$ cat config.mk
export PLATFORM = sky130hd
export DESIGN_NAME = integer_divider_signed_unsigned_core_flat
export DESIGN_NICKNAME = d
export VERILOG_FILES = /design/src/rtl/core/idss_pkg.sv /design/src/rtl/core/idss_if.sv /design/src/rtl/core/integer_divider_signed_unsigned_core.sv /design/src/rtl/core/idss_cell.sv /design/src/flat_wrapper.sv
export VERILOG_INCLUDE_DIRS = /design/src /design/src/rtl/core
export SDC_FILE = /design/constraint.sdc
export NUM_CORES = 1
export LEC_CHECK = 0
export BUFFER_PORTS_ARGS = -buffer_cell sky130_fd_sc_hd__buf_2
export CORE_ASPECT_RATIO = 0.9
export CORE_MARGIN = 2
export CORE_UTILIZATION = 46
export DETAILED_ROUTE_END_ITERATION = 10
export PLACE_DENSITY = 0.74
export SYNTH_ARGS = -nofsm -noshare
export SYNTH_HDL_FRONTEND = slang
export SYNTH_SLANG_ARGS = --single-unit
$ cat constraint.sdc
create_clock -name clk -period 26.3 [get_ports clk]
set_clock_uncertainty 0.15 [all_clocks]
set_input_delay 1.315 -clock clk [delete_from_list [all_inputs] [get_ports clk]]
set_output_delay 1.315 -clock clk [all_outputs]
set_load 0.005 [all_outputs]
$ cat src/rtl/core/integer_divider_signed_unsigned_core_defines.svh
// Assertion macros shared by the divider core.
`ifndef INTEGER_DIVIDER_SIGNED_UNSIGNED_CORE_DEFINES_SVH
`define INTEGER_DIVIDER_SIGNED_UNSIGNED_CORE_DEFINES_SVH

// Antecedent and consequent in the same cycle.
`define IDSS_ASSERT_NOW(label, clk, rst, ante, cons, msg) \
  label: assert property (@(posedge clk) disable iff (rst) (ante) |-> (cons)) else $error(msg);

// Consequent in the cycle after the antecedent.
`define IDSS_ASSERT_NEXT(label, clk, rst, ante, cons, msg) \
  label: assert property (@(posedge clk) disable iff (rst) (ante) |=> (cons)) else $error(msg);

`endif

$ cat src/rtl/core/idss_pkg.sv
// Package with the types and constants of the divider core.
package idss_pkg;

  localparam int IDSS_WORD_BITS = 32;

  localparam logic OP_UNSIGNED = 1'b0;
  localparam logic OP_SIGNED   = 1'b1;

  typedef enum logic [1:0] {
    S_IDLE,
    S_RUN,
    S_DONE
  } idss_state_t;

  typedef struct packed {
    logic load;
    logic step;
    logic take;
  } idss_cell_ctl_t;

endpackage

$ cat src/rtl/core/idss_if.sv
// Request and response stream interfaces of the divider core.
interface idss_in_if #(
  parameter int WORD_BITS = 32
);
  logic                 valid;
  logic                 ready;
  logic                 op;
  logic [WORD_BITS-1:0] dividend;
  logic [WORD_BITS-1:0] divisor;

  modport source (output valid, output op, output dividend, output divisor, input ready);
  modport sink   (input valid, input op, input dividend, input divisor, output ready);
endinterface

interface idss_out_if #(
  parameter int WORD_BITS = 32
);
  logic                 valid;
  logic                 ready;
  logic [WORD_BITS-1:0] quotient;
  logic                 divide_by_zero;

  modport source (output valid, output quotient, output divide_by_zero, input ready);
  modport sink   (input valid, input quotient, input divide_by_zero, output ready);
endinterface

$ cat src/rtl/core/integer_divider_signed_unsigned_core.sv
// Top level of the signed and unsigned integer divider core.
// The req channel carries op, dividend and divisor; a beat is taken when
// valid and ready are both high. The rsp channel returns quotient and
// divide_by_zero, one beat per request beat, in order.
// Op selects unsigned division or signed division truncating toward zero.
// A zero divisor returns quotient zero with divide_by_zero set.
// The quotient comes from a row of WORD_BITS bit cells that shift the
// partial remainder and subtract the divisor through a ripple borrow
// chain, one quotient bit per cycle.
// A request passes through the cell row and then the sign fix-up into
// the output register before rsp valid rises. One request is in the
// cell row at a time, so a new request is taken only after the last
// one has left the fix-up state and the core is back in idle.
// Ready on req is high while the cell row is idle, even when a result
// still waits in the output register.
// When rsp stalls, the finished quotient waits in the fix-up state until
// the output register is free. Reset returns to idle and drops rsp valid.
`include "integer_divider_signed_unsigned_core_defines.svh"

module integer_divider_signed_unsigned_core
  import idss_pkg::*;
#(
  parameter int WORD_BITS = IDSS_WORD_BITS
) (
  input  logic       clk,
  input  logic       rst,
  idss_in_if.sink    req,
  idss_out_if.source rsp
);

  localparam int CNT_BITS = $clog2(WORD_BITS);
  localparam logic [CNT_BITS-1:0] CNT_LAST = CNT_BITS'(WORD_BITS - 1);

  idss_state_t          state;
  idss_state_t          state_next;
  logic [CNT_BITS-1:0]  count;
  logic                 neg;
  logic                 zero_div;
  logic                 out_valid;
  logic [WORD_BITS-1:0] out_quotient;
  logic                 out_zero;
  logic                 out_load;

  logic                 accept;
  idss_cell_ctl_t       ctl;
  logic [WORD_BITS-1:0] rem;
  logic [WORD_BITS-1:0] quo;
  logic [WORD_BITS:0]   borrow;
  logic [WORD_BITS-1:0] a_mag;
  logic [WORD_BITS-1:0] b_mag;
  logic                 a_neg;
  logic                 b_neg;

  assign accept = req.valid & req.ready;
  assign a_neg  = (req.op == OP_SIGNED) & req.dividend[WORD_BITS-1];
  assign b_neg  = (req.op == OP_SIGNED) & req.divisor[WORD_BITS-1];
  assign a_mag  = a_neg ? (~req.dividend + 1'b1) : req.dividend;
  assign b_mag  = b_neg ? (~req.divisor + 1'b1) : req.divisor;

  assign borrow[0] = 1'b0;

  for (genvar i = 0; i < WORD_BITS; i++) begin : g_cell
    logic rem_in;
    logic quo_in;
    if (i == 0) begin : g_low
      assign rem_in = quo[WORD_BITS-1];
      assign quo_in = ctl.take;
    end else begin : g_up
      assign rem_in = rem[i-1];
      assign quo_in = quo[i-1];
    end
    idss_cell u_cell (
      .clk        (clk),
      .ctl        (ctl),
      .load_quo   (a_mag[i]),
      .load_div   (b_mag[i]),
      .rem_in     (rem_in),
      .quo_in     (quo_in),
      .borrow_in  (borrow[i]),
      .rem        (rem[i]),
      .quo        (quo[i]),
      .borrow_out (borrow[i+1])
    );
  end

  always_comb begin
    state_next = state;
    case (state)
      S_IDLE: begin
        if (accept) state_next = S_RUN;
      end
      S_RUN: begin
        if (count == '0) state_next = S_DONE;
      end
      S_DONE: begin
        if (!out_valid || rsp.ready) state_next = S_IDLE;
      end
      default: state_next = S_IDLE;
    endcase
  end

  always_comb begin
    req.ready = (state == S_IDLE);
    ctl.load  = accept;
    ctl.step  = (state == S_RUN);
    ctl.take  = rem[WORD_BITS-1] | ~borrow[WORD_BITS];
    out_load  = (state == S_DONE) && (!out_valid || rsp.ready);
  end

  always_ff @(posedge clk) begin
    if (rst) begin
      state     <= S_IDLE;
      count     <= '0;
      out_valid <= 1'b0;
    end else begin
      state <= state_next;
      if (accept) begin
        count <= CNT_LAST;
      end else if (state == S_RUN) begin
        count <= count - 1'b1;
      end
      if (out_load) begin
        out_valid <= 1'b1;
      end else if (rsp.ready) begin
        out_valid <= 1'b0;
      end
    end
  end

  always_ff @(posedge clk) begin
    if (accept) begin
      neg      <= a_neg ^ b_neg;
      zero_div <= (req.divisor == '0);
    end
    if (out_load) begin
      out_zero <= zero_div;
      if (zero_div) begin
        out_quotient <= '0;
      end else begin
        out_quotient <= neg ? (~quo + 1'b1) : quo;
      end
    end
  end

  assign rsp.valid          = out_valid;
  assign rsp.quotient       = out_quotient;
  assign rsp.divide_by_zero = out_zero;

  `IDSS_ASSERT_NEXT(a_accept_runs, clk, rst, accept, state == S_RUN,
                    "accepted request did not start the cell row")
  `IDSS_ASSERT_NEXT(a_run_holds, clk, rst, (state == S_RUN) && (count != '0),
                    (state == S_RUN) && !req.ready, "cell row left the run early")
  `IDSS_ASSERT_NEXT(a_done_loads, clk, rst, out_load, rsp.valid && (state == S_IDLE),
                    "finished quotient did not reach the output register")
  `IDSS_ASSERT_NOW(a_zero_quotient, clk, rst, rsp.valid && rsp.divide_by_zero,
                   rsp.quotient == '0, "zero divisor gave a nonzero quotient")

endmodule

$ cat src/rtl/core/idss_cell.sv
// One bit slice of the restoring divider: remainder, quotient and divisor bits.
module idss_cell
  import idss_pkg::*;
(
  input  logic           clk,
  input  idss_cell_ctl_t ctl,
  input  logic           load_quo,
  input  logic           load_div,
  input  logic           rem_in,
  input  logic           quo_in,
  input  logic           borrow_in,
  output logic           rem,
  output logic           quo,
  output logic           borrow_out
);

  logic div;
  logic diff;

  assign diff       = rem_in ^ div ^ borrow_in;
  assign borrow_out = (~rem_in & div) | (~rem_in & borrow_in) | (div & borrow_in);

  always_ff @(posedge clk) begin
    if (ctl.load) begin
      rem <= 1'b0;
      quo <= load_quo;
      div <= load_div;
    end else if (ctl.step) begin
      rem <= ctl.take ? diff : rem_in;
      quo <= quo_in;
    end
  end

endmodule

$ cat src/flat_wrapper.sv
// flat-port wrapper written by rule: the top's interface ports become plain ports
module integer_divider_signed_unsigned_core_flat import idss_pkg::*;
#(
  parameter int WORD_BITS = IDSS_WORD_BITS
)
  (clk, rst, req_valid, req_op, req_dividend, req_divisor, req_ready, rsp_valid, rsp_quotient, rsp_divide_by_zero, rsp_ready);
  idss_in_if #(.WORD_BITS(WORD_BITS)) req_i ();
  idss_out_if #(.WORD_BITS(WORD_BITS)) rsp_i ();
  input  logic clk;
  input  logic rst;
  input wire logic [$bits(req_i.valid)-1:0] req_valid;
  input wire logic [$bits(req_i.op)-1:0] req_op;
  input wire logic [$bits(req_i.dividend)-1:0] req_dividend;
  input wire logic [$bits(req_i.divisor)-1:0] req_divisor;
  output wire logic [$bits(req_i.ready)-1:0] req_ready;
  output wire logic [$bits(rsp_i.valid)-1:0] rsp_valid;
  output wire logic [$bits(rsp_i.quotient)-1:0] rsp_quotient;
  output wire logic [$bits(rsp_i.divide_by_zero)-1:0] rsp_divide_by_zero;
  input wire logic [$bits(rsp_i.ready)-1:0] rsp_ready;
  assign req_i.valid = req_valid;
  assign req_i.op = req_op;
  assign req_i.dividend = req_dividend;
  assign req_i.divisor = req_divisor;
  assign req_ready = req_i.ready;
  assign rsp_valid = rsp_i.valid;
  assign rsp_quotient = rsp_i.quotient;
  assign rsp_divide_by_zero = rsp_i.divide_by_zero;
  assign rsp_i.ready = rsp_ready;
  integer_divider_signed_unsigned_core #(.WORD_BITS(WORD_BITS)) u_core (.clk(clk), .rst(rst), .req(req_i), .rsp(rsp_i));
endmodule
==> Flow_metrics.wiki <==
{| class="wikitable"
! Metric !! Value
|-
| Maximum fanout encountered on the critical timing path || 52
|-
| Cell internal power dissipation || 0.468 mW
|-
| Worst skew pair latency || 420 ps
|-
| Root buffer cell || clkbuf_16
|-
| VDD IR-drop max || 0.0480 mV
|-
| Run status || finished clean
|-
| Final WL || 16600 um
|-
| Maximum number of buffers from clock root to sink || 2
|-
| Min Clock Period, post-route || 13960 ps
|-
| Highest achievable clock rate || 71.7 MHz
|-
| Leading area contributor after synthesis || edfxtp_1
|-
| Cell Area, Placed || 0.00856 mm2
|-
| Antenna fix cells || 0
|-
| Via count of the first global-routing pass || 5704
|-
| Initial standard-cell utilization of the core || 0.468
|-
| Layout area overhead || 15.7%
|-
| Leakage power || 3.28 nW
|-
| Top-area cell type share of the netlist area || 0.377
|-
| RSZ-0062 raised after global routing || false
|-
| Launching element type of the critical path || flip-flop
|-
| Crit path DAT || 14070 ps
|-
| Sequential cell fraction of total power || 0.451
|-
| Number of distinct library cells after synthesis || 44
|-
| Sw Share || 0.302
|-
| Clock power frac || 0.337
|-
| I/O pin count || 104
|-
| Placement row count || 45
|-
| CTS Hold Buffers Added || 0
|-
| Top FF cell, synth || edfxtp_1
|-
| Kind of end point of the critical path || flip-flop
|-
| Worst setup path category || flip-flop to flip-flop
|-
| Register bit total from synthesis || 139
|-
| Area inside the core boundary || 0.0168 mm2
|-
| Maximum number of pins on one net before global-route repair || 99
|-
| Least-Margin Pin Slew || 1030 ps
|-
| Comb pwr share || 0.212
|-
| FFs w/ async S/R, synth || 0
|-
| Post-synth EDFFs || 99
|-
| Antenna-violating nets left || 0
|-
| Crit path largest cell delay || 410 ps
|-
| Total of warnings raised by yosys || 0
|-
| Power density over the cells || 73.6 mW/mm2
|-
| Switching power || 0.203 mW
|-
| 1st-pass router iterations || 5
|-
| Most Frequent Cell on Critical Path || fa_1
|-
| Max-cap violation count || 0
|-
| Final standard cell area without fillers || 0.00912 mm2
|-
| Slowest cell on the critical path || fa_1
|-
| Worst min-delay path category || flip-flop to flip-flop
|-
| Final net count || 987
|-
| Final sum of negative setup slack || 0 ps
|-
| Overall die width || 142 um
|-
| Drt via density || 5.42
|-
| Netlist area before placement || 0.00788 mm2
|-
| Synth Area per Inst || 9.95 um2
|-
| Violation count after the first detailed-route iteration || 475
|-
| DP Wirelength || 11800 um
|-
| Detailed-route via count || 5994
|-
| Worst-case headroom to the max-slew limit || 0.311
|-
| CTS HTree Levels || 4
|-
| GR Util All Layers || 0.191
|-
| Congestion Overflow GR || 0
|-
| Period utilization || 0.531
|-
| Die outline area || 0.0182 mm2
|-
| Max-slew violation count || 0
|-
| Die Span Y || 128 um
|-
| Hold-critical path depth || 2
|-
| CTS Sinks || 139
|-
| Global placement routability congestion || 0.892
|-
| Syn Nets || 898
|-
| Wire length per cell after detailed routing || 15.0 um
|-
| Number of fill cells in the layout || 1446
|-
| Wire length of the first global-routing pass || 27600 um
|-
| Final-report hold violation count || 0
|-
| Total CTS buffers || 17
|-
| Worst R2R Path Depth || 37
|-
| Gate Count Post-Synth || 792
|-
| Setup bufs post-CTS || 0
|-
| Count of final setup violators || 0
|-
| Sequential-to-total area share from yosys stat || 0.479
|-
| TritonCTS clock tree || yes
|-
| Clock transition time at the flip-flop clock pins of the worst setup and hold paths || 60 ps
|-
| Number of cells upsized or downsized after cts || 0
|-
| Input/output buffers || 103
|-
| Required time of the critical path || 26410 ps
|-
| Drt drc || 0
|-
| Cell types occupying the most area after synthesis || edfxtp_1, dfxtp_1, fa_1
|-
| Number of antenna violations at the first check in global routing || 1
|-
| Share of layout cells above drive strength 1 || 0.166
|}
[worst paths after layout]
check                                                   from                      endpoint  slack (ps)
worst max-delay path            u_core.g_cell[31].u_cell.quo   u_core.g_cell[0].u_cell.rem       12340
worst min-delay path            u_core.g_cell[28].u_cell.rem  u_core.g_cell[28].u_cell.rem         340
worst max register to register  u_core.g_cell[31].u_cell.quo   u_core.g_cell[0].u_cell.rem       12340
worst min register to register  u_core.g_cell[28].u_cell.rem  u_core.g_cell[28].u_cell.rem         340
[state kept, by name, summed over array words and instances, names as in the netlist, 2 cells and up]
register / flops
u_core.rsp.quotient: 32
u_core.g_cell.u_cell.div: 32
u_core.state: 2
u_core.g_cell.u_cell.rem: 32
u_core.g_cell.u_cell.quo: 32
u_core.count: 5
[cell families after synthesis]
group                    share of synthesized area
AO/OA/AOI/OAI                                0.135
flip-flops                                   0.479
AND/OR/NAND/NOR                              0.151
multiplexers                               0.00127
buffers and inverters                       0.0428
XOR/XNOR                                     0.103
adder cells (fa/ha/maj)                     0.0882
[layout by cell type (no fill, tap or decap), types with 3 or more instances in the layout]
master	n
buf_2	103
edfxtp_1	99
nor2_1	92
o21ai_0	80
xor2_1	68
nand2_1	55
a21oi_1	53
inv_1	47
dfxtp_1	40
nand3_1	39
fa_1	31
xnor2_1	25
o31ai_1	21
o41ai_1	18
clkbuf_16	17
nor4_1	14
nor3_1	9
or3_1	8
or4_1	6
a31oi_1	6
ha_1	6
buf_4	6
and2_1	4
nand2b_1	3
nand4_1	3
or2_2	3
clkbuf_1	3
clkinvlp_4	3
clkinv_2	3
[metal layers]
layer,vias to the layer above,track usage,wire (um)
met2,184,0.288,7470
met3,16,0.0452,924
met1,2811,0.272,7970
li1,2981,-,-
met4,2,0.0606,184
met5,-,0,13
[synth_stat cells (all sizes together) (3+ instances only)]
| cell | number |
|---|---|
| a31oi | 6 |
| ha | 6 |
| dfxtp | 40 |
| nand3 | 39 |
| nor3 | 10 |
| xnor2 | 25 |
| o41ai | 18 |
| nor2 | 92 |
| xor2 | 68 |
| edfxtp | 99 |
| or3 | 10 |
| nor4 | 15 |
| nor2b | 4 |
| o31ai | 21 |
| nand2 | 56 |
| nand4 | 3 |
| or4 | 7 |
| fa | 31 |
| and2 | 4 |
| o21ai | 81 |
| nand2b | 3 |
| or2 | 3 |
| a21oi | 53 |
| inv | 47 |
| buf | 3 |
| clkbuf | 36 |
[critical path, delay by kind of cell (launching register included)]
| kind | cells | cell delay (ps) |
|---|---|---|
| compound gates | 2 | 330 |
| fa+ha+maj | 32 | 12400 |
| buf+inv | 2 | 360 |
| flops | 1 | 340 |
| simple gates | 1 | 190 |
[power groups by stage]
stage               clock network [mW]  logic, mW  registers [mW]
CTS                              0.230      0.143           0.302
global route                     0.240      0.166           0.307
detailed placement                   0      0.142           0.306
global placement                     0      0.136           0.305
floorplan                            0      0.108           0.295
finish                           0.226      0.142           0.303
[layout make-up]
type | instances | area [um2] | area share
inverters | 47 | 176 | 0.0193
well taps | 211 | 264 | 0.0289
multi-input cells | 567 | 3780 | 0.415
clock inverters | 12 | 125 | 0.0137
clock buffers | 20 | 437 | 0.0479
repair buffers | 109 | 561 | 0.0615
flip-flops and latches | 139 | 3770 | 0.414
[stage by stage]
step	util	hold slack (ps)	power (mW)	instances	setup WS, ps
4_1_cts	0.542	342	0.675	1105	12350
2_1_floorplan	-	293	0.403	792	13000
6_report	0.542	340	0.672	1105	12340
3_5_place_dp	0.508	335	0.448	1073	12430
5_1_grt	0.542	369	0.713	1105	11890
3_3_place_gp	0.508	327	0.441	1073	12690
Note: power is estimated with default switching activity, not from simulation.
